File: src/fir_filter_q16_round_assert.svh
// Assertion macros shared by the FIR filter RTL.
// Each macro expects signals clk and rst_n in the enclosing module.
`ifndef FIR_FILTER_Q16_ROUND_ASSERT_SVH
`define FIR_FILTER_Q16_ROUND_ASSERT_SVH

// Same-cycle implication, checked out of reset
`define FIR_Q16_ASSERT_SAME(label, ante, cons, msg) \
    label: assert property (@(posedge clk) disable iff (!rst_n) (ante) |-> (cons)) \
        else $error(msg);

// Next-cycle implication, checked out of reset
`define FIR_Q16_ASSERT_NEXT(label, ante, cons, msg) \
    label: assert property (@(posedge clk) disable iff (!rst_n) (ante) |=> (cons)) \
        else $error(msg);

`endif

File: src/fir_q16_pkg.sv
// Shared types and fixed constants of the Q16 rounding FIR filter.
// No dependencies; imported by the interfaces, the MAC, the filter top and the testbench.
package fir_q16_pkg;

    localparam int CFG_W    = 6;
    localparam int SAMPLE_W = 16;
    localparam int IDX_W    = 5;
    localparam int PROD_W   = 32;
    localparam int OUT_W    = 16;
    localparam int OUT_SHIFT = 16;

    localparam logic [PROD_W-1:0] ROUND_CONST = 32'h0000_8000;

    // Item action codes
    localparam logic ACT_SAMPLE = 1'b0;
    localparam logic ACT_LOAD   = 1'b1;

    // Control from the sequencer to the multiply-accumulate unit
    typedef struct packed {
        logic clear;
        logic valid;
        logic last;
    } mac_ctrl_t;

endpackage

File: src/fir_q16_if.sv
// Handshake channel interfaces of the FIR filter: item, result, configuration.
// Depends on fir_q16_pkg for field widths.
interface fir_q16_item_if
    import fir_q16_pkg::*;
();
    logic                       valid;
    logic                       ready;
    logic                       action;
    logic signed [SAMPLE_W-1:0] sample;
    logic [IDX_W-1:0]           tap_index;
    logic signed [SAMPLE_W-1:0] tap_value;
    logic                       is_last;

    modport source (output valid, action, sample, tap_index, tap_value, is_last,
                    input ready);
    modport sink (input valid, action, sample, tap_index, tap_value, is_last,
                  output ready);
endinterface

interface fir_q16_result_if
    import fir_q16_pkg::*;
();
    logic                    valid;
    logic                    ready;
    logic signed [OUT_W-1:0] out_sample;
    logic                    overflow;
    logic                    last_out;

    modport source (output valid, out_sample, overflow, last_out, input ready);
    modport sink (input valid, out_sample, overflow, last_out, output ready);
endinterface

interface fir_q16_cfg_if
    import fir_q16_pkg::*;
();
    logic             valid;
    logic             ready;
    logic [CFG_W-1:0] data;

    modport source (output valid, data, input ready);
    modport sink (input valid, data, output ready);
endinterface

File: src/fir_q16_ram.sv
// Generic simple dual-port RAM: one write port, one registered read port.
// No package dependencies.
module fir_q16_ram #(
    parameter int WIDTH = 16,
    parameter int DEPTH = 32
) (
    input  logic                                        clk,
    input  logic                                        we,
    input  logic [((DEPTH > 1) ? $clog2(DEPTH) : 1)-1:0] waddr,
    input  logic [WIDTH-1:0]                            wdata,
    input  logic                                        re,
    input  logic [((DEPTH > 1) ? $clog2(DEPTH) : 1)-1:0] raddr,
    output logic [WIDTH-1:0]                            rdata
);

    logic [WIDTH-1:0] ram_reg [DEPTH];
    logic [WIDTH-1:0] rdata_reg;

    // Write port
    always_ff @(posedge clk)
    begin
        if (we)
        begin
            ram_reg[waddr] <= wdata;
        end
    end

    // Registered read port
    always_ff @(posedge clk)
    begin
        if (re)
        begin
            rdata_reg <= ram_reg[raddr];
        end
    end

    assign rdata = rdata_reg;

endmodule

File: src/fir_q16_mac.sv
// Shared multiply-accumulate unit: registered 16x16 product, wide accumulator.
// Depends on fir_q16_pkg for widths and the control struct.
module fir_q16_mac
    import fir_q16_pkg::*;
#(
    parameter int ACC_W = 37
) (
    input  logic                       clk,
    input  logic                       rst_n,
    input  mac_ctrl_t                  ctrl,
    input  logic signed [SAMPLE_W-1:0] coef,
    input  logic signed [SAMPLE_W-1:0] sample,
    output logic signed [ACC_W-1:0]    acc,
    output logic                       done
);

    logic signed [PROD_W-1:0] prod_reg;
    logic                     prod_vld_reg;
    logic                     prod_last_reg;
    logic signed [ACC_W-1:0]  acc_reg;
    logic                     done_reg;

    // Multiply stage
    always_ff @(posedge clk)
    begin
        prod_reg <= coef * sample;
    end

    // Track product validity and the final product of a window
    always_ff @(posedge clk or negedge rst_n)
    begin
        if (!rst_n)
        begin
            prod_vld_reg  <= 1'b0;
            prod_last_reg <= 1'b0;
            done_reg      <= 1'b0;
            acc_reg       <= '0;
        end
        else
        begin
            prod_vld_reg  <= ctrl.valid;
            prod_last_reg <= ctrl.valid && ctrl.last;
            done_reg      <= prod_vld_reg && prod_last_reg;
            // Clear on a new sample, accumulate each valid product
            if (ctrl.clear)
            begin
                acc_reg <= '0;
            end
            else if (prod_vld_reg)
            begin
                acc_reg <= acc_reg + ACC_W'(prod_reg);
            end
        end
    end

    assign acc  = acc_reg;
    assign done = done_reg;

endmodule

File: src/fir_filter_q16_round.sv
// Direct-form FIR filter: after a sample transfers, the filter issues K operand reads,
// K = taps in use (1..MAX_TAPS), passes two multiply-accumulate stages, a drain handoff
// and the result put, and takes no new item until the put is done; a result still held by
// the sink stalls the put. A tap load is written at its transfer.
// Reset clears coefficients and delay line at once through per-entry valid bits,
// sets tap_count to 1 and the write pointer to zero; no clearing pass is needed.
`include "fir_filter_q16_round_assert.svh"

module fir_filter_q16_round
    import fir_q16_pkg::*;
#(
    parameter int MAX_TAPS = 32
) (
    input  logic              clk,
    input  logic              rst_n,
    fir_q16_item_if.sink      item,
    fir_q16_result_if.source  result,
    fir_q16_cfg_if.sink       cfg
);

    localparam int AW    = (MAX_TAPS > 1) ? $clog2(MAX_TAPS) : 1;
    localparam int NW    = (AW + 1 > CFG_W) ? AW + 1 : CFG_W;
    localparam int ACC_W = PROD_W + ((MAX_TAPS > 1) ? $clog2(MAX_TAPS) : 0);
    localparam logic [NW-1:0] TAPS_N    = NW'(MAX_TAPS);
    localparam logic [AW-1:0] LAST_SLOT = AW'(MAX_TAPS - 1);

    typedef enum logic [1:0] {ST_IDLE, ST_RUN, ST_DRAIN, ST_PUT} state_t;

    state_t                   state_reg, state_next;
    logic [AW-1:0]            tap_reg, tap_next;
    logic [AW-1:0]            slot_reg, slot_next;
    logic [AW-1:0]            wr_ptr_reg, wr_ptr_next;
    logic                     last_reg, last_next;
    logic                     res_valid_reg, res_valid_next;
    logic [CFG_W-1:0]         tap_count_reg;
    logic signed [OUT_W-1:0]  res_sample_reg;
    logic                     res_ovf_reg;
    logic                     res_last_reg;
    logic [MAX_TAPS-1:0]      coef_vld_reg;
    logic [MAX_TAPS-1:0]      delay_vld_reg;
    logic                     op_valid_reg;
    logic                     op_last_reg;
    logic                     coef_ok_reg;
    logic                     delay_ok_reg;

    logic [NW-1:0]            tc_n, k_n, km1_n, newest_n, start_n, idx_n;
    logic [AW-1:0]            km1;
    logic                     idx_ok;
    logic                     item_fire, sample_fire, load_fire;
    logic                     last_issue, res_free, put_fire;
    logic [SAMPLE_W-1:0]      coef_rdata, delay_rdata;
    logic signed [SAMPLE_W-1:0] mac_coef, mac_sample;
    mac_ctrl_t                mac_ctrl;
    logic signed [ACC_W-1:0]  mac_acc;
    logic                     mac_done;
    logic [PROD_W-1:0]        rounded;
    logic [ACC_W-PROD_W:0]    acc_hi;
    logic                     ovf;

    // Configuration register, always writable
    assign cfg.ready = 1'b1;

    always_ff @(posedge clk or negedge rst_n)
    begin
        if (!rst_n)
        begin
            tap_count_reg <= CFG_W'(1);
        end
        else if (cfg.valid)
        begin
            tap_count_reg <= cfg.data;
        end
    end

    // Clamp the tap count and find the oldest slot of the window
    always_comb
    begin
        tc_n     = NW'(tap_count_reg);
        k_n      = (tc_n == '0) ? NW'(1) : ((tc_n > TAPS_N) ? TAPS_N : tc_n);
        km1_n    = k_n - NW'(1);
        km1      = km1_n[AW-1:0];
        newest_n = NW'(wr_ptr_reg);
        start_n  = (newest_n >= km1_n) ? (newest_n - km1_n)
                                       : (newest_n + TAPS_N - km1_n);
        idx_n    = NW'(item.tap_index);
        idx_ok   = (idx_n < TAPS_N);
    end

    // Handshake decode
    assign item.ready  = (state_reg == ST_IDLE);
    assign item_fire   = item.valid && item.ready;
    assign sample_fire = item_fire && (item.action == ACT_SAMPLE);
    assign load_fire   = item_fire && (item.action == ACT_LOAD) && idx_ok;
    assign last_issue  = (state_reg == ST_RUN) && (tap_reg == km1);
    assign res_free    = !res_valid_reg || result.ready;
    assign put_fire    = (state_reg == ST_PUT) && res_free;

    // Sequencer next state
    always_comb
    begin
        state_next  = state_reg;
        tap_next    = tap_reg;
        slot_next   = slot_reg;
        wr_ptr_next = wr_ptr_reg;
        last_next   = last_reg;
        case (state_reg)
            ST_IDLE:
            begin
                if (sample_fire)
                begin
                    state_next  = ST_RUN;
                    tap_next    = '0;
                    slot_next   = start_n[AW-1:0];
                    wr_ptr_next = (wr_ptr_reg == LAST_SLOT) ? '0 : wr_ptr_reg + AW'(1);
                    last_next   = item.is_last;
                end
            end
            ST_RUN:
            begin
                tap_next  = tap_reg + AW'(1);
                slot_next = (slot_reg == LAST_SLOT) ? '0 : slot_reg + AW'(1);
                if (last_issue)
                begin
                    state_next = ST_DRAIN;
                end
            end
            ST_DRAIN:
            begin
                if (mac_done)
                begin
                    state_next = ST_PUT;
                end
            end
            ST_PUT:
            begin
                if (res_free)
                begin
                    state_next = ST_IDLE;
                    if (last_reg)
                    begin
                        wr_ptr_next = '0;
                    end
                end
            end
            default:
            begin
                state_next = ST_IDLE;
            end
        endcase
        res_valid_next = put_fire || (res_valid_reg && !result.ready);
    end

    // State and registered control
    always_ff @(posedge clk or negedge rst_n)
    begin
        if (!rst_n)
        begin
            state_reg     <= ST_IDLE;
            tap_reg       <= '0;
            slot_reg      <= '0;
            wr_ptr_reg    <= '0;
            last_reg      <= 1'b0;
            res_valid_reg <= 1'b0;
        end
        else
        begin
            state_reg     <= state_next;
            tap_reg       <= tap_next;
            slot_reg      <= slot_next;
            wr_ptr_reg    <= wr_ptr_next;
            last_reg      <= last_next;
            res_valid_reg <= res_valid_next;
        end
    end

    // Round the wrapped sum and flag an exact sum outside 32 bits
    assign rounded = mac_acc[PROD_W-1:0] + ROUND_CONST;
    assign acc_hi  = mac_acc[ACC_W-1:PROD_W-1];
    assign ovf     = !((&acc_hi) || !(|acc_hi));

    // Result payload
    always_ff @(posedge clk)
    begin
        if (put_fire)
        begin
            res_sample_reg <= rounded[OUT_SHIFT +: OUT_W];
            res_ovf_reg    <= ovf;
            res_last_reg   <= last_reg;
        end
    end

    assign result.valid      = res_valid_reg;
    assign result.out_sample = res_sample_reg;
    assign result.overflow   = res_ovf_reg;
    assign result.last_out   = res_last_reg;

    // Entry valid bits: unwritten entries read as zero
    always_ff @(posedge clk or negedge rst_n)
    begin
        if (!rst_n)
        begin
            coef_vld_reg  <= '0;
            delay_vld_reg <= '0;
        end
        else
        begin
            if (load_fire)
            begin
                coef_vld_reg[idx_n[AW-1:0]] <= 1'b1;
            end
            if (put_fire && last_reg)
            begin
                delay_vld_reg <= '0;
            end
            else if (sample_fire)
            begin
                delay_vld_reg[wr_ptr_reg] <= 1'b1;
            end
        end
    end

    // Align valid flags with the registered RAM reads
    always_ff @(posedge clk or negedge rst_n)
    begin
        if (!rst_n)
        begin
            op_valid_reg <= 1'b0;
            op_last_reg  <= 1'b0;
            coef_ok_reg  <= 1'b0;
            delay_ok_reg <= 1'b0;
        end
        else
        begin
            op_valid_reg <= (state_reg == ST_RUN);
            op_last_reg  <= last_issue;
            coef_ok_reg  <= coef_vld_reg[tap_reg];
            delay_ok_reg <= delay_vld_reg[slot_reg];
        end
    end

    fir_q16_ram #(
        .WIDTH (SAMPLE_W),
        .DEPTH (MAX_TAPS)
    ) u_coef_ram (
        .clk   (clk),
        .we    (load_fire),
        .waddr (idx_n[AW-1:0]),
        .wdata (item.tap_value),
        .re    (state_reg == ST_RUN),
        .raddr (tap_reg),
        .rdata (coef_rdata)
    );

    fir_q16_ram #(
        .WIDTH (SAMPLE_W),
        .DEPTH (MAX_TAPS)
    ) u_delay_ram (
        .clk   (clk),
        .we    (sample_fire),
        .waddr (wr_ptr_reg),
        .wdata (item.sample),
        .re    (state_reg == ST_RUN),
        .raddr (slot_reg),
        .rdata (delay_rdata)
    );

    // Zero operands from entries never written since reset or block end
    assign mac_coef   = coef_ok_reg  ? signed'(coef_rdata)  : '0;
    assign mac_sample = delay_ok_reg ? signed'(delay_rdata) : '0;

    assign mac_ctrl.clear = sample_fire;
    assign mac_ctrl.valid = op_valid_reg;
    assign mac_ctrl.last  = op_last_reg;

    fir_q16_mac #(
        .ACC_W (ACC_W)
    ) u_mac (
        .clk    (clk),
        .rst_n  (rst_n),
        .ctrl   (mac_ctrl),
        .coef   (mac_coef),
        .sample (mac_sample),
        .acc    (mac_acc),
        .done   (mac_done)
    );

    `FIR_Q16_ASSERT_SAME(a_done_in_drain, mac_done, state_reg == ST_DRAIN, "accumulator finished outside drain")
    `FIR_Q16_ASSERT_SAME(a_tap_in_window, state_reg == ST_RUN, tap_reg <= km1, "tap index ran past the window")
    `FIR_Q16_ASSERT_SAME(a_last_is_valid, op_last_reg, op_valid_reg, "final operand flagged without valid")
    `FIR_Q16_ASSERT_NEXT(a_block_end_clear, put_fire && last_reg, (delay_vld_reg == '0) && (wr_ptr_reg == '0), "delay line not cleared after block end")

endmodule

File: src/flat_wrapper.sv
// flat-port wrapper written by rule: the top's interface ports become plain ports
module fir_filter_q16_round_flat import fir_q16_pkg::*;
#(
    parameter int MAX_TAPS = 32
)
  (clk, rst_n, item_valid, item_action, item_sample, item_tap_index, item_tap_value, item_is_last, item_ready, result_valid, result_out_sample, result_overflow, result_last_out, result_ready, cfg_valid, cfg_data, cfg_ready);
  fir_q16_item_if item_i ();
  fir_q16_result_if result_i ();
  fir_q16_cfg_if cfg_i ();
  input  logic clk;
  input  logic rst_n;
  input wire logic [$bits(item_i.valid)-1:0] item_valid;
  input wire logic [$bits(item_i.action)-1:0] item_action;
  input wire logic [$bits(item_i.sample)-1:0] item_sample;
  input wire logic [$bits(item_i.tap_index)-1:0] item_tap_index;
  input wire logic [$bits(item_i.tap_value)-1:0] item_tap_value;
  input wire logic [$bits(item_i.is_last)-1:0] item_is_last;
  output wire logic [$bits(item_i.ready)-1:0] item_ready;
  output wire logic [$bits(result_i.valid)-1:0] result_valid;
  output wire logic [$bits(result_i.out_sample)-1:0] result_out_sample;
  output wire logic [$bits(result_i.overflow)-1:0] result_overflow;
  output wire logic [$bits(result_i.last_out)-1:0] result_last_out;
  input wire logic [$bits(result_i.ready)-1:0] result_ready;
  input wire logic [$bits(cfg_i.valid)-1:0] cfg_valid;
  input wire logic [$bits(cfg_i.data)-1:0] cfg_data;
  output wire logic [$bits(cfg_i.ready)-1:0] cfg_ready;
  assign item_i.valid = item_valid;
  assign item_i.action = item_action;
  assign item_i.sample = item_sample;
  assign item_i.tap_index = item_tap_index;
  assign item_i.tap_value = item_tap_value;
  assign item_i.is_last = item_is_last;
  assign item_ready = item_i.ready;
  assign result_valid = result_i.valid;
  assign result_out_sample = result_i.out_sample;
  assign result_overflow = result_i.overflow;
  assign result_last_out = result_i.last_out;
  assign result_i.ready = result_ready;
  assign cfg_i.valid = cfg_valid;
  assign cfg_i.data = cfg_data;
  assign cfg_ready = cfg_i.ready;
  fir_filter_q16_round #(.MAX_TAPS(MAX_TAPS)) u_core (.clk(clk), .rst_n(rst_n), .item(item_i), .result(result_i), .cfg(cfg_i));
endmodule
File: config.mk
export PLATFORM = sky130hd
export DESIGN_NAME = fir_filter_q16_round_flat
export DESIGN_NICKNAME = d
export VERILOG_FILES = /design/src/fir_q16_pkg.sv /design/src/fir_q16_if.sv /design/src/fir_q16_ram.sv /design/src/fir_q16_mac.sv /design/src/fir_filter_q16_round.sv /design/src/flat_wrapper.sv
export VERILOG_INCLUDE_DIRS = /design/src /design/src/src
export SDC_FILE = /design/constraint.sdc
export NUM_CORES = 2
export LEC_CHECK = 0
export ABC_AREA = 1
export BUFFER_PORTS_ARGS = -buffer_cell sky130_fd_sc_hd__buf_2
export CAP_MARGIN = 20
export CELL_PAD_IN_SITES_DETAIL_PLACEMENT = 0
export CELL_PAD_IN_SITES_GLOBAL_PLACEMENT = 1
export CORE_MARGIN = 8
export CORE_UTILIZATION = 55
export DETAILED_ROUTE_END_ITERATION = 7
export MAX_ROUTING_LAYER = met4
export PLACE_DENSITY = 0.9
export SYNTH_ARGS = -nofsm -noshare
export SYNTH_HDL_FRONTEND = slang
export SYNTH_HIERARCHICAL = 1
export SYNTH_SLANG_ARGS = --single-unit
export TNS_END_PERCENT = 20
File: constraint.sdc
create_clock -name clk -period 13.85 [get_ports clk]
set_input_delay 4.155 -clock clk [delete_from_list [all_inputs] [get_ports clk]]
set_output_delay 4.155 -clock clk [all_outputs]
set_load 0.1 [all_outputs]
---- Yosys cells after proc, flatten, opt, wreduce, memory -nomap -nowiden ----
Memory sizes are Yosys's and may differ from the RTL's. A register that Yosys moved wholly into a read port is not among the register bits.
Cells that the tools add are included.
word-level totals
  register bits after elaboration ......... 183
  bits in writable memories ............... 1,024
  input port bits ......................... 50
  output and inout port bits .............. 21
  memories kept ........................... 2
memories
  memory                      words  width  rd ports  clocked after memory_dff  write ports  RTL line           text
  u_core.u_coef_ram.ram_reg   32     16     1         1                         1            fir_q16_ram.sv:16  logic [WIDTH-1:0] ram_reg [DEPTH];
  u_core.u_delay_ram.ram_reg  32     16     1         1                         1            fir_q16_ram.sv:16
operators by class
  add/sub/neg operators ................... 9
  multipliers ............................. 1
  order comparisons ....................... 8
  equality and inequality tests ........... 11
  mux-type cells .......................... 36
  bitwise gates (word level) .............. 3
  reduce and logical (&&, ||, !) cells .... 30
operators by type and width
  operator                number
  $mux 37                 2
  $mux 32                 2
  $or 32x32->32           2
  $mux 5                  8
  $add 37x32->37          1
  $add 32x16->32 const B  1
  $mul 16x16->32          1
  $mux 16                 2
  $pmux 5 s2              3
  $lt 5x6->1 const B      4
  $add 5x1->5 const B     4
  $mux 6                  2
  $logic_and 1x1->1       11
  $bmux 1 s5              2
  $demux 1 s5             2
  $eq 5x5->1 const B      2
  $ge 5x1->1 const B      2
  $sub 5x5->5             2
  $mux 1                  8
  $mux 2                  4
  $pmux 2 s4              1
  $reduce_and 4->1        2
  $reduce_bool 2->1       4
  $ge 5x6->1              1
  15 further kinds        25

---- Longest topological paths before layout ----
  word-level depth ........................ 8
  mapped depth ............................ 31
  gate-level depth less buffers ........... 27

---- Cells and area by module ----
The synthesis kept the hierarchy.
modules (own cells, without submodules)
  module                instances  cells each  area an instance (µm²)  seq. area each (µm²)
  fir_q16_ram           2          1,794       21,461.8                15,855.2
  fir_q16_mac           1          2,140       15,501.1                1,641.6
  fir_filter_q16_round  1          703         5,865.6                 2,869.0

---- Worst setup path after synthesis ----
OpenSTA, ideal clock, no wires.
  path kind ............................... reg2reg
  start point ............................. reg u_core.delay_ok_reg
  end point ............................... reg u_core.u_mac.prod_reg[31]
  setup time .............................. 0.112 ns
  arrival time ............................ 5.935 ns
  required time ........................... 13.738 ns
  setup slack ............................. 7.803 ns
  stages on the path, launching flop included .. 27
  path buffers ............................ 4
  period minus slack after synthesis ...... 6.047 ns
  cell sequence ........................... dfrtp_1 > clkbuf_1 > clkbuf_1 > nand2_1 > inv_1 > clkbuf_1 > clkbuf_1 > nand2_1 > fa_1 > inv_1 > fa_1 > fa_1 > fa_1 > inv_1 > fa_1 > fa_1 > inv_1 > ha_1 > nand2_1 > nor2_1 > nand2_1 > nor3_1 > nand2_1 > nand2_1 > inv_1 > nand2_1 > nand2_1
between the ends
  cells in the longest elaborated chain, start to end .. 2
RTL lines
  what                      RTL line                     text
  start, declared           fir_filter_q16_round.sv:44   logic delay_ok_reg;
  start signal, assigned    fir_filter_q16_round.sv:237  delay_ok_reg <= delay_vld_reg[slot_reg];
  $mux 16                   fir_filter_q16_round.sv:269  assign mac_sample = delay_ok_reg ? signed'(delay_rdata) : '0;
  via u_core.mac_sample[5]  fir_filter_q16_round.sv:52   logic signed [SAMPLE_W-1:0] mac_coef, mac_sample;
  $mul 16x16->32            fir_q16_mac.sv:26            prod_reg <= coef * sample;
  end signal, assigned      fir_q16_mac.sv:26
  end, declared             fir_q16_mac.sv:17            logic signed [PROD_W-1:0] prod_reg;
The timed path passes the listed nets, and every way through them passes these cells.
A chain may end at the register's enable or synchronous reset.

---- Worst setup path in the final report ----
Ends and elaborated chain as after synthesis.

==> metrics.md <==
| Metric | Value |
|---|---|
| Status | finished clean |
| I/O pin cnt | just over 70 |
| Number of CTS-inserted buffers | 121 |
| Critical path type | reg2reg |
| Initial antenna violation count | 3 |
| Routed wire per std cell | slightly above 20 µm |
| Chip height | roughly 360 µm |
| CP max stage delay | ~840 ps |
| DRT antenna net count | 0 |
| HPWL Detailed | just over 100,000 µm |
| Leading area contributor after synthesis | edfxtp_1 |
| Initial Utilization | 55.4% |
| Async SR Flop Fraction | between 10% and 20% |
| Fmax | between 150 and 200 MHz |
| Library cells used by synthesis | between 60 and 70 |
| Combinational power share | approximately half |
| Slew headroom | between 15 and 20% |
| CP max stage cell | fa_1 |
| Syn avg cell area | between 9 and 10 µm² |
| Multi-input logic area | ~24,000 µm² |
| Clock sink total | ~1,200 |
| Ys flop type | edfxtp_1 |
| Starting DRT DRC Count | between 4,000 and 5,000 |
| Share of layout cells above drive strength 1 | 6.63% |
| # nets final | 6,857 |
| Syn Inst Count | 6,431 |
| Area grow syn2layout | 8.31% |
| Worst vdd ir | 241 µV |
| CORE AREA | between 100,000 and 150,000 µm² |
| GR Util All Layers | approximately a quarter |
| Worst-path clk slew | roughly 70 ps |
| Flip-flop and latch area | 36,200 µm² |
| First-pass GRT wire length | between 200,000 and 250,000 µm |
| Final min period | 6520 ps |
| Largest net degree at the start of global routing | roughly 240 |
| Vias in the first global route | about 44,000 |
| Cell mode on critical path | nand2_1 |
| Max_cap viols | 0 |
| Switching part of the total | 44.9% |
| Routability cong. | 0.937 |
| Final Hold Vio Count | 0 |
| Yosys warning total | 6 |
| IO buf count | between 60 and 70 |
| Setup ws final | ~7300 ps |
| CTS tree | yes |
| Via Count | ~45,000 |
| Slew @ Worst Pin | ~1200 ps |
| CP Data Arrival Time | 7150 ps |
| CTS Hold Bufs | 0 |
| Post-Synthesis Cell Area | between 60,000 and 70,000 µm² |
| Fill cells | approximately 9,500 |
| Fin Hold WS | 379 ps |
| CTS Buffer Depth | 3 |
| Synth area leaders | edfxtp_1 50%, nand2_1 13%, fa_1 8.2%, nand3_1 7.1%, dfrtp_1 5.1% |
| Number of enable flip-flop cells after synthesis | roughly 1,100 |
| Cell area power density | ~230 nW/µm² |
| Avg Vias per Cell | between 5 and 6 |
| Pre-antenna DRT Iters | 6 |
| Post-cts sizing count | 0 |
| Sequential area share after synthesis | 56.3% |
| Die area | 128,000 µm² |
| Synthesis-stage register bit count | roughly 1,200 |
| Internal power | 8.90 mW |
| Postcts setup bufs | 0 |
| Synth top area share | between 50% and 60% |
| Top post-synthesis cells by count | 2,178 x nand2_1, 1,074 x edfxtp_1, 909 x nand3_1 |
| Clock power share | a little over a fifth |
| Die width | roughly 360 µm |
| Final Routed Wirelength | 162,000 µm |
| Sequential power share | between 20% and 30% |
| Worst Setup Start Kind | flop |
| Crit share post-route | 47.1% |
| P_leak | around 30 nW |
| NetSw | 7.26 mW |
| Most instantiated library cell after synthesis | nand2_1 |
| Pins Over Slew Limit | 0 |
| CP Capture Type | flop |
| Residual DRC | 0 |
| Clock Latency Late Sink | about 760 ps |
| CTS Root Cell | clkbuf_16 |
| Critical Path RT | about 14,000 ps |
| Cell row count | roughly 130 |
| Worst Hold Class | reg2reg |
| Worst Path Max Fanout | 16 |
| Setup violators final | 0 |
| RSZ-0062 raised after global routing | false |
| GRT Residual Overflow | 0 |
| Worst slack at placement | slightly below 7000 ps |
| Syn nets | between 6,000 and 7,000 |
| Fin Setup TNS | 0 ps |
| CTS H-tree lvls | 3 |
| Clock skew | roughly 23 ps |
| Critical-path cell list | nand2_1, inv_1, nand2_1, inv_1, fa_1, fa_1, fa_1, fa_1, inv_1, fa_1, fa_1, inv_1, ha_1, nand2_1, nor2_1, nand2_1, nor3_1, nand2_1, nand2_1, inv_1, nand2_1, nand2_1 |
-- area by class of cell --
cell class	count	share of cell area (%)
multi-input combinational	4174	33.8
sequential	1239	52.0
timing repair buffer	157	1.60
clock inverter	70	1.14
clock buffer	157	4.82
antenna	2	0.00719
inverter	714	3.88
tap	1524	2.74
-- cells in the final DEF, fill, tap and decap left out, drive strengths merged, types with 5 or more instances in the layout --
cell / Yosys / final
inv: 713 / 718
xnor2: 21 / 21
ha: 136 / 136
dfrtp: 132 / 132
o21ai: 104 / 104
nand3: 918 / 918
xor2: 32 / 32
bufinv: 0 / 13
nand3b: 9 / 9
nand4: 18 / 18
o211ai: 5 / 5
fa: 264 / 264
o2111ai: 5 / 5
nor2: 238 / 238
buf: 189 / 157
nor3: 24 / 24
nand2: 2194 / 2194
dfxtp: 32 / 32
edfxtp: 1074 / 1074
o21bai: 28 / 28
a31oi: 7 / 7
a21oi: 136 / 136
clkinv: 1 / 50
o22ai: 5 / 5
clkbuf: 115 / 157
-- through the flow --
step	instances	area [µm²]	util, %	power, mW
after floorplan	6431	64300	-	10.7
after detailed placement	7794	65300	56.3	12.8
after CTS	8021	69500	59.9	16.2
final	8037	69600	60.0	16.2
after global routing	8037	69600	60.0	17.4
after global placement	7785	65200	56.2	12.6
-- worst paths after layout --
kind,start,to,slack (ps),depth (start not counted)
setup / recovery,u_core/delay_ok_reg$_DFF_PN0_,u_core/u_mac/prod_reg[31]$_DFF_P_,7330,22
hold / removal,u_core/op_valid_reg$_DFF_PN0_,u_core/u_mac/prod_vld_reg$_DFF_PN0_,380,0
setup reg to reg,u_core/delay_ok_reg$_DFF_PN0_,u_core/u_mac/prod_reg[31]$_DFF_P_,7330,22
hold reg to reg,u_core/op_valid_reg$_DFF_PN0_,u_core/u_mac/prod_vld_reg$_DFF_PN0_,380,0
max in group asynchronous,rst_n,u_core/tap_reg[1]$_DFFE_PN0P_,8920,2
min in group asynchronous,rst_n,u_core/u_mac/acc[34]$_DFFE_PN0P_,3380,1
-- kinds of logic after synthesis --
group	synth area share (%)
buffers and inverters	7.10
adders and majority gates	10.9
other	0.00583
xor gates and xnor gates	0.722
DFF	56.3
and+or+nand+nor	22.2
muxes	0.0350
AOI/OAI and AO/OA	2.73
-- worst max-delay path, delay by kind of cell (launching register included) --
| family | cells | cell delay, ps |
|---|---|---|
| fa+ha+maj | 7 | 3980 |
| buf+inv | 5 | 780 |
| flops | 1 | 610 |
| simple gates | 10 | 1020 |
-- metal layers --
layer  share of wire [%]  track usage [%]  up-vias
met5                   0                -        -
met1                  41             33.4    21700
met4                 3.0             7.73        0
met3                 7.4             4.03      319
li1                    -                -    21000
met2                  49             42.6     1809
-- power by group through the flow --
stage               clock [mW]  sequential [mW]  combinational (mW)
global placement             0             4.77                7.84
detailed placement           0             4.78                7.99
finish                    3.39             4.70                8.07
global route              3.57             4.74                9.12
floorplan                    0             4.70                5.97
CTS                       3.43             4.70                8.04
No activity file was read; power rests on OpenSTA's default activity.
